===== config.mk =====
export PLATFORM = sky130hd
export DESIGN_NAME = score_event_stream_decoder_core
export DESIGN_NICKNAME = d
export VERILOG_FILES = /design/src/hw/rtl/sesd_pkg.sv /design/src/hw/rtl/sesd_in_stage.sv /design/src/hw/rtl/sesd_parser.sv /design/src/hw/rtl/sesd_out_stage.sv /design/src/hw/rtl/score_event_stream_decoder_core.sv
export SDC_FILE = /design/constraint.sdc
export NUM_CORES = 1
export LEC_CHECK = 0
export BUFFER_PORTS_ARGS = -buffer_cell sky130_fd_sc_hd__buf_2
export CORE_MARGIN = 4
export CORE_UTILIZATION = 45
export DETAILED_ROUTE_END_ITERATION = 8
export GPL_ROUTABILITY_DRIVEN = 1
export PLACE_DENSITY = 0.74
export SYNTH_ARGS = -nofsm -noshare
export SYNTH_HDL_FRONTEND = slang
export SYNTH_SLANG_ARGS = --single-unit

===== constraint.sdc =====
create_clock -name clock -period 5.4 [get_ports clock]
set_input_delay 0.27 -clock clock [delete_from_list [all_inputs] [get_ports clock]]
set_output_delay 0.27 -clock clock [all_outputs]
set_load 0.02 [all_outputs]

===== src/hw/rtl/sesd_pkg.sv =====
// Shared types and constants for the score event stream decoder.
`default_nettype none

package sesd_pkg;

   // Decoder phases, one-hot.
   typedef enum logic [6:0] {
      PH_INIT_DELTA = 7'b0000001,
      PH_EVENT      = 7'b0000010,
      PH_DELTA      = 7'b0000100,
      PH_EXT_NOTE   = 7'b0001000,
      PH_VELOCITY   = 7'b0010000,
      PH_OFF_EXTRA  = 7'b0100000,
      PH_STOPPED    = 7'b1000000
   } phase_type;

   typedef logic [1:0] reason_type;
   localparam reason_type REASON_END       = 2'd0;
   localparam reason_type REASON_RESERVED  = 2'd1;
   localparam reason_type REASON_EXHAUSTED = 2'd2;

   typedef logic [1:0] csr_index_type;
   localparam csr_index_type CSR_VELOCITY_PRESENT  = 2'd0;
   localparam csr_index_type CSR_OFF_EXTRA_PRESENT = 2'd1;
   localparam csr_index_type CSR_TRANSPOSE         = 2'd2;

   localparam int CSR_DATA_W  = 8;
   localparam int NOTE_W      = 8;
   localparam int TICK_W      = 32;
   localparam int DELTA_W     = 24;
   localparam int GROUP_W     = 6;
   localparam int RSP_TDATA_W = 48;

   localparam logic [GROUP_W-1:0] SUB_STOP     = 6'h3E;
   localparam logic [GROUP_W-1:0] SUB_EXTENDED = 6'h3F;

   typedef struct packed {
      logic              mode;
      logic [7:0]        score_byte;
      logic              last_byte;
   } item_type;

   typedef struct packed {
      logic              velocity_present;
      logic              off_extra_present;
      logic [7:0]        transpose;
   } cfg_type;

   typedef struct packed {
      logic              valid;
      logic              note_valid;
      logic [NOTE_W-1:0] note;
      logic [TICK_W-1:0] due_tick;
      logic              stopped;
      reason_type        stop_reason;
   } result_type;

endpackage

`default_nettype wire


===== src/hw/rtl/sesd_in_stage.sv =====
// Input register stage holding one accepted request beat.
`default_nettype none

module sesd_in_stage (
   input  wire logic              clock,
   input  wire logic              reset,
   input  wire logic              in_valid,
   output logic                   in_ready,
   input  wire sesd_pkg::item_type in_item,
   input  wire logic              take,
   output logic                   held_valid,
   output sesd_pkg::item_type     held_item
);
   import sesd_pkg::*;

   logic     valid_ff, valid_in;
   item_type item_ff;

   assign in_ready   = !valid_ff || take;
   assign held_valid = valid_ff;
   assign held_item  = item_ff;

   always_comb begin
      valid_in = valid_ff;
      if (in_valid && in_ready) begin
         valid_in = 1'b1;
      end else if (take) begin
         valid_in = 1'b0;
      end
   end

   always_ff @(posedge clock) begin
      if (reset) begin
         valid_ff <= 1'b0;
      end else begin
         valid_ff <= valid_in;
      end
   end

   always_ff @(posedge clock) begin
      if (in_valid && in_ready) begin
         item_ff <= in_item;
      end
   end

endmodule

`default_nettype wire


===== src/hw/rtl/sesd_parser.sv =====
// Score parser: decoder state and the per-beat decode of one score byte.
`default_nettype none

module sesd_parser (
   input  wire logic               clock,
   input  wire logic               reset,
   input  wire logic               fire,
   input  wire sesd_pkg::item_type item,
   input  wire sesd_pkg::cfg_type  cfg,
   output sesd_pkg::result_type    result
);
   import sesd_pkg::*;

   phase_type           phase_ff, phase_in;
   logic [DELTA_W-1:0]  accum_ff, accum_in;
   logic [1:0]          groups_ff, groups_in;
   logic [TICK_W-1:0]   tick_ff, tick_in;
   logic                pend_on_ff, pend_on_in;
   logic [NOTE_W-1:0]   pend_note_ff, pend_note_in;

   logic [GROUP_W-1:0]  grp;
   logic [DELTA_W-1:0]  shifted;
   logic [DELTA_W-1:0]  accum_or;
   logic [TICK_W-1:0]   tick_sum;
   logic                delta_done;

   assign grp        = item.score_byte[GROUP_W-1:0];
   assign accum_or   = accum_ff | shifted;
   assign tick_sum   = tick_ff + {{(TICK_W-DELTA_W){1'b0}}, accum_or};
   assign delta_done = !item.score_byte[6] || (groups_ff == 2'd3);

   // Place the 6-bit group at its position, least significant group first.
   always_comb begin
      case (groups_ff)
         2'd0:    shifted = {18'b0, grp};
         2'd1:    shifted = {12'b0, grp, 6'b0};
         2'd2:    shifted = {6'b0, grp, 12'b0};
         default: shifted = {grp, 18'b0};
      endcase
   end

   always_comb begin
      logic              do_delta;
      logic              do_finish;
      logic              fin_on;
      logic [NOTE_W-1:0] fin_note;
      logic              emit;
      logic [NOTE_W-1:0] emit_src;
      logic              stop;
      reason_type        reason;

      phase_in     = phase_ff;
      accum_in     = accum_ff;
      groups_in    = groups_ff;
      tick_in      = tick_ff;
      pend_on_in   = pend_on_ff;
      pend_note_in = pend_note_ff;
      do_delta     = 1'b0;
      do_finish    = 1'b0;
      fin_on       = pend_on_ff;
      fin_note     = item.score_byte;
      emit         = 1'b0;
      emit_src     = pend_note_ff;
      stop         = 1'b0;
      reason       = REASON_END;
      result       = '0;

      if (!item.mode) begin
         // Start of a new score clears the decoder.
         phase_in     = PH_INIT_DELTA;
         accum_in     = '0;
         groups_in    = '0;
         tick_in      = '0;
         pend_on_in   = 1'b0;
         pend_note_in = '0;
      end else begin
         unique case (phase_ff)
            PH_INIT_DELTA, PH_DELTA: begin
               do_delta = 1'b1;
            end
            PH_EVENT: begin
               if (item.score_byte[7]) begin
                  pend_on_in = item.score_byte[6];
                  if (grp == SUB_STOP) begin
                     stop   = 1'b1;
                     reason = item.score_byte[6] ? REASON_RESERVED : REASON_END;
                  end else if (grp == SUB_EXTENDED) begin
                     phase_in = PH_EXT_NOTE;
                  end else begin
                     pend_note_in = {2'b0, grp};
                     do_finish    = 1'b1;
                     fin_on       = item.score_byte[6];
                     fin_note     = {2'b0, grp};
                  end
               end else begin
                  do_delta = 1'b1;
               end
            end
            PH_EXT_NOTE: begin
               pend_note_in = item.score_byte;
               do_finish    = 1'b1;
            end
            PH_VELOCITY: begin
               emit     = 1'b1;
               phase_in = PH_EVENT;
            end
            PH_OFF_EXTRA: begin
               phase_in = PH_EVENT;
            end
            PH_STOPPED: begin
            end
            default: begin
            end
         endcase

         if (do_delta) begin
            // A delta that ends here, or is cut short by the last byte, is
            // folded into the event time.
            if (delta_done || item.last_byte) begin
               tick_in   = tick_sum;
               accum_in  = '0;
               groups_in = '0;
            end else begin
               accum_in  = accum_or;
               groups_in = groups_ff + 2'd1;
            end
            phase_in = delta_done ? PH_EVENT : PH_DELTA;
         end

         if (do_finish) begin
            if (fin_on) begin
               if (cfg.velocity_present) begin
                  phase_in = PH_VELOCITY;
               end else begin
                  emit     = 1'b1;
                  emit_src = fin_note;
                  phase_in = PH_EVENT;
               end
            end else begin
               phase_in = cfg.off_extra_present ? PH_OFF_EXTRA : PH_EVENT;
            end
         end

         if (phase_ff != PH_STOPPED) begin
            if (!stop && item.last_byte) begin
               stop   = 1'b1;
               reason = REASON_EXHAUSTED;
            end
            if (stop) begin
               phase_in = PH_STOPPED;
            end
            result.valid       = emit || stop;
            result.note_valid  = emit;
            result.note        = emit ? (emit_src - cfg.transpose) : '0;
            result.due_tick    = emit ? tick_ff : '0;
            result.stopped     = stop;
            result.stop_reason = stop ? reason : REASON_END;
         end
      end
   end

   always_ff @(posedge clock) begin
      if (reset) begin
         phase_ff     <= PH_STOPPED;
         accum_ff     <= '0;
         groups_ff    <= '0;
         tick_ff      <= '0;
         pend_on_ff   <= 1'b0;
         pend_note_ff <= '0;
      end else if (fire) begin
         phase_ff     <= phase_in;
         accum_ff     <= accum_in;
         groups_ff    <= groups_in;
         tick_ff      <= tick_in;
         pend_on_ff   <= pend_on_in;
         pend_note_ff <= pend_note_in;
      end
   end

   // A start beat always leaves the parser waiting for the leading delta.
   assert property (@(posedge clock) disable iff (reset)
      fire && !item.mode |=> phase_ff == PH_INIT_DELTA)
      else $error("start beat did not reset the parse phase");

   // Any stop result parks the parser until the next start beat.
   assert property (@(posedge clock) disable iff (reset)
      fire && result.stopped |=> phase_ff == PH_STOPPED)
      else $error("parser kept running after a stop result");

   // Partial delta state only exists while a delta is being collected.
   assert property (@(posedge clock) disable iff (reset)
      groups_ff != 2'd0 |-> phase_ff == PH_DELTA)
      else $error("delta groups pending outside the delta phase");

endmodule

`default_nettype wire


===== src/hw/rtl/sesd_out_stage.sv =====
// Result register stage driving the response beat.
`default_nettype none

module sesd_out_stage (
   input  wire logic                 clock,
   input  wire logic                 reset,
   input  wire logic                 load,
   input  wire sesd_pkg::result_type result,
   input  wire logic                 out_ready,
   output logic                      out_valid,
   output sesd_pkg::result_type      out_result
);
   import sesd_pkg::*;

   logic       valid_ff, valid_in;
   result_type result_ff;

   assign out_valid  = valid_ff;
   assign out_result = result_ff;

   // The parser only advances when this register is empty or being drained.
   always_comb begin
      valid_in = valid_ff;
      if (load) begin
         valid_in = result.valid;
      end else if (out_ready) begin
         valid_in = 1'b0;
      end
   end

   always_ff @(posedge clock) begin
      if (reset) begin
         valid_ff <= 1'b0;
      end else begin
         valid_ff <= valid_in;
      end
   end

   always_ff @(posedge clock) begin
      if (load && result.valid) begin
         result_ff <= result;
      end
   end

endmodule

`default_nettype wire


===== src/hw/rtl/score_event_stream_decoder_core.sv =====
// Top level of the score event stream decoder.
`default_nettype none

// Flow: an accepted request beat is held in the input register, then decoded
// and written into the response register once that register is free or being
// drained, and its response beat is taken from there.
// Throughput: one score byte per cycle while the response side is ready; the
// parser state update is the loop that sets this rate.
// Reset: synchronous, active high; clears handshake state, the configuration
// registers and the parser, which comes up stopped until a start beat.
module score_event_stream_decoder_core (
   input  wire logic                              clock,
   input  wire logic                              reset,
   // Request channel.
   input  wire logic                              req_tvalid,
   output logic                                   req_tready,
   input  wire logic [7:0]                        req_tdata,  // [7:0] score_byte
   input  wire logic                              req_tuser,  // [0] mode
   input  wire logic                              req_tlast,  // last_byte
   // Response channel.
   output logic                                   rsp_tvalid,
   input  wire logic                              rsp_tready,
   // [7:0] note, [39:8] due_tick, [41:40] stop_reason, [47:42] zero
   output logic [sesd_pkg::RSP_TDATA_W-1:0]       rsp_tdata,
   output logic                                   rsp_tuser,  // [0] note_valid
   output logic                                   rsp_tlast,  // stopped
   // Configuration write port.
   input  wire logic                              csr_we,
   input  wire sesd_pkg::csr_index_type           csr_addr,
   input  wire logic [sesd_pkg::CSR_DATA_W-1:0]   csr_wdata
);
   import sesd_pkg::*;

   item_type   req_item;
   item_type   held_item;
   logic       held_valid;
   logic       proc_fire;
   result_type parse_result;
   result_type out_result;
   cfg_type    cfg_ff, cfg_in;

   // Configuration registers. Writes must arrive only while the block is idle,
   // so the parser always sees a settled value; the user ensures it, unchecked.
   always_comb begin
      cfg_in = cfg_ff;
      if (csr_we) begin
         unique case (csr_addr)
            CSR_VELOCITY_PRESENT:  cfg_in.velocity_present  = csr_wdata[0];
            CSR_OFF_EXTRA_PRESENT: cfg_in.off_extra_present = csr_wdata[0];
            CSR_TRANSPOSE:         cfg_in.transpose         = csr_wdata;
            default: begin
            end
         endcase
      end
   end

   always_ff @(posedge clock) begin
      if (reset) begin
         cfg_ff <= '0;
      end else begin
         cfg_ff <= cfg_in;
      end
   end

   assign req_item.mode       = req_tuser;
   assign req_item.score_byte = req_tdata;
   assign req_item.last_byte  = req_tlast;

   // The held beat is decoded when the result register is free, or is being
   // emptied in this same cycle. While a finished result waits on the response
   // side, the input register takes one more beat and then holds it until the
   // result register frees up.
   assign proc_fire = held_valid && (!rsp_tvalid || rsp_tready);

   sesd_in_stage u_in_stage (
      .clock      (clock),
      .reset      (reset),
      .in_valid   (req_tvalid),
      .in_ready   (req_tready),
      .in_item    (req_item),
      .take       (proc_fire),
      .held_valid (held_valid),
      .held_item  (held_item)
   );

   sesd_parser u_parser (
      .clock  (clock),
      .reset  (reset),
      .fire   (proc_fire),
      .item   (held_item),
      .cfg    (cfg_ff),
      .result (parse_result)
   );

   sesd_out_stage u_out_stage (
      .clock      (clock),
      .reset      (reset),
      .load       (proc_fire),
      .result     (parse_result),
      .out_ready  (rsp_tready),
      .out_valid  (rsp_tvalid),
      .out_result (out_result)
   );

   assign rsp_tdata = {6'b0, out_result.stop_reason, out_result.due_tick, out_result.note};
   assign rsp_tuser = out_result.note_valid;
   assign rsp_tlast = out_result.stopped;

endmodule

`default_nettype wire


==> qor.csv, run 1 <==
stage,metric,value,unit
floorplan,start_util,0.457,
critical_path,cp-end-kind,register,
clock_network,clock-root-buffer,clkbuf_16,
floorplan,fp.dieW,135,um
detailed_routing,vias,5654,
layout,drive_gt1_frac,0.150,
critical_path,worstPathArrival,3.98,ns
place,port_buffers,70,
synth,syn_avg_cell_area,9.39,um^2
synth,ys.flop_type,dfxtp_1,
synth,synth_area_leader_cell,dfxtp_1,
floorplan,die_h,135,um
critical_path,cp-start-kind,register,
synth,async_flop_share,0,
synth,synth_cell_types,60,
timing,fmax,262,MHz
detailed_routing,ant_nets,0,
power,irDropWorstVdd,0.231,mV
global_routing,antenna_found_initial,0,
clock_network,cts_resized,0,
timing,fin_worst_skew,0.00809,ns
timing,fin_setup_tns,0,ns
detailed_routing,wl_per_cell,15.3,um
global_routing,grt_pass1_wl,26.7,mm
timing,fin_crit,3.81,ns
global_routing,track_usage,0.184,
detailed_routing,vias_per_cell,5.40,
floorplan,die_area,0.0181,mm^2
detailed_routing,drt_pass1_iterations,4,
timing,hold_viol_final,0,
clock_network,clock-sinks,140,
detailed_routing,drc,0,
timing,final-max-slew-violation-count,0,
outcome,run_status,finished clean,
detailed_routing,drt_iter0_markers,519,
synth,ys_seq_area_frac,0.464,
synth,netlist_instances,768,
power,power.density,296,mW/mm^2
detailed_routing,wirelength,16.0,mm
place,place_congestion,0.925,
synth,synth_edf_count,54,
floorplan,rows,46,
clock_network,clockBufferDepth,2,
global_routing,grt_max_degree,36,
synth,syn_area,0.00721,mm^2
synth,synth.top_cell.area_share,0.239,
layout,nFillCells,1453,
layout,syn_to_final_growth,15.2,%
synth,synth_warnings,0,
global_routing,grt_pass1_vias,5377,
clock_network,cts_tree,built,
timing,fin_crit_sh,0.706,
layout,regArea,0.00334,mm^2
timing,layout_setup_ws,1.59,ns
flow_run,drv_cap,0,
clock_network,worstSkewPairLatency,0.42,ns
synth,synthTopCellsByCount,"86 x dfxtp_1, 77 x nor2_1, 65 x a21oi_1, 62 x nand2_1, 54 x edfxtp_1",
floorplan,fp.coreArea,0.0158,mm^2
synth,synth_area_leaders,"dfxtp_1 24%, edfxtp_1 22%, ha_1 6.9%",
place,dpl.hpwl,11.4,mm
timing,maxSlewHeadroom,0.237,
critical_path,worstPathMaxFanout,11,
clock_network,htreeDepth,4,
floorplan,io_pins,77,
synth,yosysMostFrequentCell,dfxtp_1,
synth,synth_seq_cells,140,
layout,fin_nets,886,
layout,multiInputGateArea,0.00361,mm^2
clock_network,holdBufCountCts,0,
clock_network,clkTransAtPathRegs,0.06,ns
clock_network,numCtsBuffers,17,
critical_path,worstSetupPathType,register to register,
timing,rsz0062_at_grt,no,
layout,n_antenna_cell,0,
critical_path,worstPathRequired,5.56,ns
timing,setup_viol,0,
global_routing,gr-total-overflow,0,
timing,worstMarginPinSlew,1.14,ns
worst_hold_path,hold_path.class,input pin to register,
clock_network,postCtsSetupBuffers,0,
power,leakage,3.59,nW
place,dp_slack,1.67,ns
-- final cells by class --
cell class	instances	share of cell area
multi-input combinational	561	0.435
timing repair buffer	73	0.0449
sequential	140	0.403
inverter	26	0.0118
clock buffer	17	0.0512
tap	216	0.0325
clock inverter	15	0.0224
-- flip-flops by register name, summed over array words and instances (netlist names) --
name / cells
u_out_stage.out_result: 44
u_parser.tick_ff: 32
u_parser.accum_ff: 24
cfg_ff: 10
u_in_stage.held_item: 10
u_parser.pend_note_ff: 8
u_parser.phase_ff: 7
u_parser.groups_ff: 2
u_in_stage.held_valid: 1
u_out_stage.out_valid: 1
u_parser.pend_on_ff: 1
-- where the power goes --
part / switching, mW / internal, mW / total (mW)
sequential: 0.0217 / 1.11 / 1.13
clock: 0.473 / 0.735 / 1.21
combinational: 0.0779 / 0.0490 / 0.127
-- critical path, stage by stage (launching register included) --
cell and delay, ns:
edfxtp_1 0.67, nand3_1 0.17, nor2_1 0.26, o21ai_0 0.18, a211o_1 0.50, a21o_1 0.27
ha_1 0.26, nor2b_1 0.12, o21ai_0 0.15, nand2b_1 0.11, a21o_1 0.19, a21o_1 0.20
a31oi_1 0.21, xnor2_1 0.18, nor2_1 0.07
-- per-stage QoR --
step	utilization	cell area (um^2)	total power [mW]	cells	hold WS, ns
finish	0.527	8310	2.46	1048	0.0195
global route	0.527	8310	2.55	1048	0.00237
CTS	0.527	8310	2.48	1048	0.000996
detailed placement	0.488	7690	1.28	1016	0.445
global placement	0.488	7690	1.27	1016	0.435
floorplan	-	7230	1.24	773	0.369
-- cell usage in the layout (no fill, tap or decap), types with 4 or more instances in the layout --
| cell | count |
|---|---|
| a31oi_1 | 7 |
| nor2_1 | 75 |
| clkbuf_16 | 17 |
| nand3_1 | 15 |
| nor3_1 | 9 |
| a21o_1 | 44 |
| xor2_1 | 10 |
| nand4_1 | 6 |
| nor4_1 | 6 |
| o211ai_1 | 4 |
| or2_2 | 5 |
| mux2i_1 | 13 |
| inv_1 | 26 |
| or3_1 | 6 |
| nor3b_1 | 5 |
| ha_1 | 40 |
| buf_2 | 70 |
| nand2_1 | 62 |
| conb_1 | 6 |
| a21oi_1 | 65 |
| xnor2_1 | 23 |
| o21ai_0 | 46 |
| edfxtp_1 | 54 |
| mux2_2 | 5 |
| and2_1 | 10 |
| nor2b_1 | 8 |
| or4_1 | 4 |
| dfxtp_1 | 86 |
| nand2b_1 | 6 |
| inv_6 | 5 |
| and3_1 | 34 |
-- cell families (layout without fill, tap and decap cells) --
kind of cell | after synthesis | after routing | share of synthesized area
and+or+nand+nor | 263 | 263 | 0.182
other | 1 | 6 | 0.000520
adders and majority gates | 42 | 42 | 0.0750
buffers and inverters | 72 | 131 | 0.0413
AOI/OAI and AO/OA | 199 | 199 | 0.172
DFF | 140 | 140 | 0.464
muxes | 18 | 18 | 0.0259
xor gates and xnor gates | 33 | 33 | 0.0401
-- metal layers --
layer	wire length, um	part of all wire	vias to the layer above	global-route usage
met3	877	0.055	28	0.0533
met4	382	0.024	0	0.0786
met2	7200	0.45	145	0.287
met1	7570	0.47	2626	0.240
li1	-	-	2855	-
met5	0	0	-	0
-- worst paths after layout --
path | to | from | slack (ns) | depth (start not counted)
worst min register to register | u_parser.pend_note_ff[4] | u_parser.pend_note_ff[4] | 0.46 | 2
worst max-delay path | u_out_stage.out_result[42] | u_in_stage.held_item[4] | 1.59 | 14
worst min-delay path | u_in_stage.held_item[6] | req_tdata[5] | 0.02 | 1
worst max register to register | u_out_stage.out_result[42] | u_in_stage.held_item[4] | 1.59 | 14
Power figures use the tool's default switching activity.
==> inputs of run 2 (changes only) <==
--- a/config.mk
+++ b/config.mk
@@ -10,7 +10,7 @@
 export CORE_UTILIZATION = 45
 export DETAILED_ROUTE_END_ITERATION = 8
 export GPL_ROUTABILITY_DRIVEN = 1
-export PLACE_DENSITY = 0.74
+export PLACE_DENSITY = 0.76
 export SYNTH_ARGS = -nofsm -noshare
 export SYNTH_HDL_FRONTEND = slang
 export SYNTH_SLANG_ARGS = --single-unit
==> constraint.sdc (replaced) <==
create_clock -name clock -period 3.4 [get_ports clock]
set_input_delay 0.17 -clock clock [delete_from_list [all_inputs] [get_ports clock]]
set_output_delay 0.17 -clock clock [all_outputs]
set_load 0.02 [all_outputs]
==> run 2 against run 1 <==
Compared with the run above: power is 58% higher; clock power is 55% higher; global-route usage is 0.47 points higher; register-to-register slack worse by 1.5 ns; clock skew hardly changed; cell count is 4.9% higher; setup slack worse by 1.5 ns; sequential power is 58% higher; via count is 5.1% higher; cell area is 6.1% higher; sequential cell count stayed put; fmax is 14% higher; critical path type unchanged.
==> qor.csv, run 2 (same netlist as run 1, synthesis figures left out) <==
stage,metric,value,unit
clock_network,clock-root-buffer,clkbuf_16,
detailed_routing,ant_nets,0,
outcome,run_status,finished clean,
layout,syn_to_final_growth,22.2,%
critical_path,r2r-start,u_parser.phase_ff[6],
global_routing,gr-total-overflow,0,
clock_network,worstSkewPairLatency,0.43,ns
layout,largest_register_ffs,44,
critical_path,r2r_cells,14,
floorplan,io_pins,77,
global_routing,grt_pass1_vias,5667,
place,post_dp_cell_area,0.00791,mm^2
critical_path,r2r_slack,0.05,ns
detailed_routing,vias,5945,
detailed_routing,drt_pass1_iterations,5,
detailed_routing,drt_iter0_markers,496,
critical_path,cp-end-kind,register,
power,p_total,3.89,mW
timing,final-max-slew-violation-count,0,
critical_path,slowest_stage,a211o_4,
global_routing,antenna_found_initial,0,
place,dp_slack,-0.0175,ns
floorplan,fp.dieW,135,um
critical_path,crit_path_cell_trace,nor3_4 > and3_4 > nand3_2 > a211o_4 > buf_4 > buf_4 > mux2_2 > ha_1 > o21ai_0 > nand2b_1 > a21o_1 > a21oi_1 > xor2_1 > nor2_1,
layout,stdcell_count,1099,
place,dpl.hpwl,11.5,mm
detailed_routing,wl_per_cell,15.4,um
timing,rsz0062_at_grt,yes,
place,place_congestion,0.923,
clock_network,clockBufferDepth,2,
timing,hold_viol_final,0,
clock_network,clkTransAtPathRegs,0.06,ns
place,dp.cells,1044,
power,power.density,442,mW/mm^2
critical_path,r2r_end,u_out_stage.out_result[41],
layout,final_common_cell,dfxtp_1,
timing,fin_crit,3.35,ns
critical_path,worstSetupPathType,register to register,
layout,drive_gt1_frac,0.193,
timing,setup_viol,0,
timing,fin_crit_sh,0.984,
global_routing,grt_pass1_wl,27.3,mm
place,port_buffers,70,
floorplan,die_area,0.0181,mm^2
layout,nFillCells,1433,
global_routing,track_usage,0.189,
clock_network,htreeDepth,4,
power,leakage,3.84,nW
critical_path,crit_start,u_parser.phase_ff[6],
critical_path,worstPathMaxFanout,7,
floorplan,fp.coreArea,0.0158,mm^2
timing,worstMarginPinSlew,0.742,ns
floorplan,start_util,0.457,
timing,fin_worst_skew,0.00769,ns
worst_hold_path,hold_path.class,input pin to register,
critical_path,slowest_delay,0.40,ns
timing,layout_setup_ws,0.0539,ns
detailed_routing,drc,0,
flow_run,drv_cap,0,
clock_network,clock-sinks,140,
clock_network,numCtsBuffers,17,
timing,fmax,299,MHz
critical_path,critPathMostFrequentCell,buf_4,
floorplan,rows,46,
layout,final_cell_mix,"83 x dfxtp_1, 76 x nor2_1, 70 x buf_2",
power,irDropWorstVdd,0.382,mV
layout,design_area,0.00881,mm^2
critical_path,worstPathArrival,3.53,ns
layout,n_antenna_cell,0,
detailed_routing,vias_per_cell,5.41,
detailed_routing,wirelength,16.9,mm
floorplan,die_h,135,um
clock_network,cts_tree,built,
timing,maxSlewHeadroom,0.502,
layout,fin_nets,937,
critical_path,cp-start-kind,register,
critical_path,worstPathRequired,3.58,ns
global_routing,grt_max_degree,39,
critical_path,endpoint,u_out_stage.out_result[41],
run 2: critical path: cells and delay by family (launching register included):
kind / cells / cell delay [ns]
AO/OA/AOI/OAI: 4 / 0.85
multiplexers: 1 / 0.27
buffers and inverters: 2 / 0.28
XOR/XNOR: 1 / 0.17
AND/OR/NAND/NOR: 5 / 0.81
flip-flops: 1 / 0.37
adder cells (fa/ha/maj): 1 / 0.32
run 2: how the worst min path moves through the flow:
stage | from | depth (start not counted) | to | slack [ns]
6_report | csr_wdata[0] | 3 | cfg_ff[8] | 0.02
5_1_grt | csr_wdata[0] | 3 | cfg_ff[0] | 0.02
2_1_floorplan | req_tlast | 0 | u_in_stage.held_item[0] | 0.27
3_5_place_dp | req_tlast | 1 | u_in_stage.held_item[0] | 0.35
4_1_cts | csr_wdata[0] | 3 | cfg_ff[8] | 0.01
3_3_place_gp | req_tdata[6] | 1 | u_in_stage.held_item[7] | 0.35
run 2: power breakdown:
part	internal (mW)	total [mW]	leakage [nW]	switching, mW
logic	0.104	0.249	2.37	0.145
registers	1.76	1.78	1.18	0.0196
clock network	1.16	1.87	0.284	0.705
run 2: per-stage QoR:
step / hold slack [ns] / util / TNS (ns)
3_5_place_dp: 0.349 / 0.502 / -0.0299
2_1_floorplan: 0.269 / - / 0
4_1_cts: 0.0149 / 0.551 / 0
6_report: 0.0172 / 0.559 / 0
5_1_grt: 0.0248 / 0.559 / -0.167
3_3_place_gp: 0.349 / 0.502 / 0
run 2: final cells by class:
cell class	instances	area, um^2	area share
inverter	26	97.6	0.0111
clock buffer	19	443	0.0503
clock inverter	13	149	0.0169
tap	216	270	0.0307
timing repair buffer	124	813	0.0923
sequential	140	3350	0.380
multi-input combinational	561	3690	0.419
run 2: timing repair:
action                                  4_1_cts  5_1_grt
pin swaps                                     0        5
setup buffers                                 0        5
resized for setup                             1       21
endpoints found under the setup margin        3       16
endpoints found under the hold margin        18        0
hold buffers                                 18        0
cloned                                        0        0
run 2: per-layer routing:
metal  up-vias  GRT usage  part of all wire
li1       2945          -                 -
met1      2809      0.250              0.46
met2       157      0.299              0.47
met3        34     0.0455             0.053
met4         0     0.0769             0.022
met5         -          0                 0
==> inputs of run 3 (changes only) <==
--- a/config.mk
+++ b/config.mk
@@ -13,4 +13,5 @@
 export PLACE_DENSITY = 0.76
 export SYNTH_ARGS = -nofsm -noshare
 export SYNTH_HDL_FRONTEND = slang
+export SYNTH_HIERARCHICAL = 1
 export SYNTH_SLANG_ARGS = --single-unit
==> run 3 against run 2 <==
Compared with the run above: the flow now finishes with violations (negative setup slack); synthesized area grew 4.7%; synthesized cell count is 4.9% higher; sequential cell count unchanged; fmax decreased by 3.2%; setup slack got worse by 0.11 ns; register-to-register slack got worse by 0.11 ns; clock-buffer cell count up 2; clock power rose by 12%; die area grew 4.5%; largest cell class unchanged; highest routed layer unchanged.
==> qor.csv, run 3 <==
stage,metric,value,unit
detailed_routing,drc,0,
critical_path,cp-start-kind,register,
detailed_routing,wl_per_cell,15.7,um
place,dp_slack,-0.142,ns
clock_network,numCtsBuffers,17,
floorplan,rows,47,
timing,hold_viol_final,0,
timing,fin_setup_tns,-0.136,ns
flow_run,drv_cap,0,
outcome,run_status,"finished, violations left",
outcome,violations,negative setup slack,
place,dpl.hpwl,13.2,mm
clock_network,clock-root-buffer,clkbuf_16,
clock_network,clock-sinks,140,
timing,fin_worst_skew,0.0104,ns
layout,regArea,0.00335,mm^2
timing,worstMarginPinSlew,1.35,ns
timing,fmax,289,MHz
floorplan,start_util,0.457,
timing,setup_viol,3,
timing,fin_hold_ws,0.0142,ns
layout,syn_to_final_growth,25.9,%
detailed_routing,wirelength,18.6,mm
timing,maxSlewHeadroom,0.0957,
global_routing,grt_pass1_vias,6031,
place,place_congestion,0.958,
place,port_buffers,70,
floorplan,io_pins,77,
layout,n_antenna_cell,0,
layout,drive_gt1_frac,0.222,
detailed_routing,ant_nets,0,
global_routing,grt_pass1_wl,30.1,mm
global_routing,track_usage,0.203,
worst_hold_path,hold_path.class,input pin to register,
floorplan,die_area,0.0189,mm^2
clock_network,htreeDepth,4,
layout,final_cell_mix,"84 x dfxtp_1, 73 x nor2_1, 70 x buf_2",
timing,rsz0062_at_grt,yes,
layout,fin_nets,1013,
power,power.density,440,mW/mm^2
critical_path,worstPathArrival,3.63,ns
layout,stdcell_count,1182,
place,dp.cells,1134,
critical_path,r2r_slack,-0.06,ns
detailed_routing,drt_pass1_iterations,5,
detailed_routing,vias_per_cell,5.44,
global_routing,antenna_found_initial,0,
clock_network,cts_tree,built,
power,leakage,3.92,nW
clock_network,clkTransAtPathRegs,0.06,ns
detailed_routing,drt_iter0_markers,628,
critical_path,worstPathMaxFanout,5,
layout,multiInputGateArea,0.00403,mm^2
synth,syn_area,0.00755,mm^2
layout,largest_register_ffs,44,
timing,fin_crit,3.46,ns
power,p_total,4.18,mW
floorplan,fp.coreArea,0.0165,mm^2
synth,syn_avg_cell_area,9.37,um^2
clock_network,clockBufferDepth,2,
critical_path,worstPathRequired,3.57,ns
layout,final_common_cell,dfxtp_1,
layout,nFillCells,1432,
detailed_routing,vias,6430,
global_routing,gr-total-overflow,0,
global_routing,grt_max_degree,40,
timing,layout_setup_ws,-0.0571,ns
timing,final-max-slew-violation-count,0,
floorplan,die_h,138,um
synth,netlist_instances,806,
critical_path,worstSetupPathType,register to register,
timing,fin_crit_sh,1.02,
power,irDropWorstVdd,0.343,mV
critical_path,cp-end-kind,register,
clock_network,worstSkewPairLatency,0.43,ns
floorplan,fp.dieW,138,um
synth,synth_warnings,6,
run 3: worst max-delay path, stage by stage, from the launching register on:
cell and delay, ns:
dfxtp_2 0.32, or3_4 0.37, or3_4 0.37, or4_4 0.44, nor2_4 0.24, mux2_4 0.34
ha_4 0.26, nor2b_1 0.17, o21ai_2 0.09, a21oi_2 0.15, o21ai_1 0.09, a21oi_1 0.17
xnor2_1 0.14, nor2_1 0.05
run 3: metrics by stage:
step,utilization,area (um^2)
finish,0.575,9510
detailed placement,0.524,8650
global route,0.575,9510
floorplan,-,7680
global placement,0.524,8650
CTS,0.573,9470
run 3: where the power goes:
group / total, mW / internal, mW / switching [mW]
Sequential: 1.78 / 1.76 / 0.0176
Combinational: 0.309 / 0.132 / 0.176
Clock: 2.09 / 1.38 / 0.711
Total: 4.18 / 3.27 / 0.905
run 3: layer usage:
metal | part of all wire | vias to the layer above | global-route usage
li1 | - | 3176 | -
met1 | 0.46 | 3013 | 0.272
met2 | 0.46 | 210 | 0.325
met3 | 0.062 | 31 | 0.0416
met4 | 0.021 | 0 | 0.0782
met5 | 0 | - | 0
run 3: final cells by class:
| cell class | instances | area share |
|---|---|---|
| Timing Repair Buffer | 156 | 0.111 |
| Sequential cell | 140 | 0.352 |
| Multi-Input combinational cell | 600 | 0.424 |
| Tap cell | 220 | 0.0290 |
| Inverter | 34 | 0.0138 |
| Clock buffer | 21 | 0.0507 |
| Clock inverter | 11 | 0.0197 |
run 3: worst paths after layout:
path                                      startpoint                         end  cells past startpoint
worst max-delay path            u_parser/phase_ff[5]  u_out_stage/out_result[42]                     13
worst max register to register  u_parser/phase_ff[5]  u_out_stage/out_result[42]                     13
worst min-delay path                    csr_wdata[4]                   cfg_ff[4]                      3
worst min register to register  u_parser/accum_ff[2]        u_parser/accum_ff[2]                      2
run 3: what timing repair did:
| item | in CTS | in global routing |
|---|---|---|
| hold endpoints to repair | 15 | 0 |
| gates resized for setup | 1 | 8 |
| buffers inserted | 0 | 1 |
| endpoints found under the setup margin | 3 | 10 |
| pin swaps | 5 | 2 |
| hold buffers | 15 | 0 |
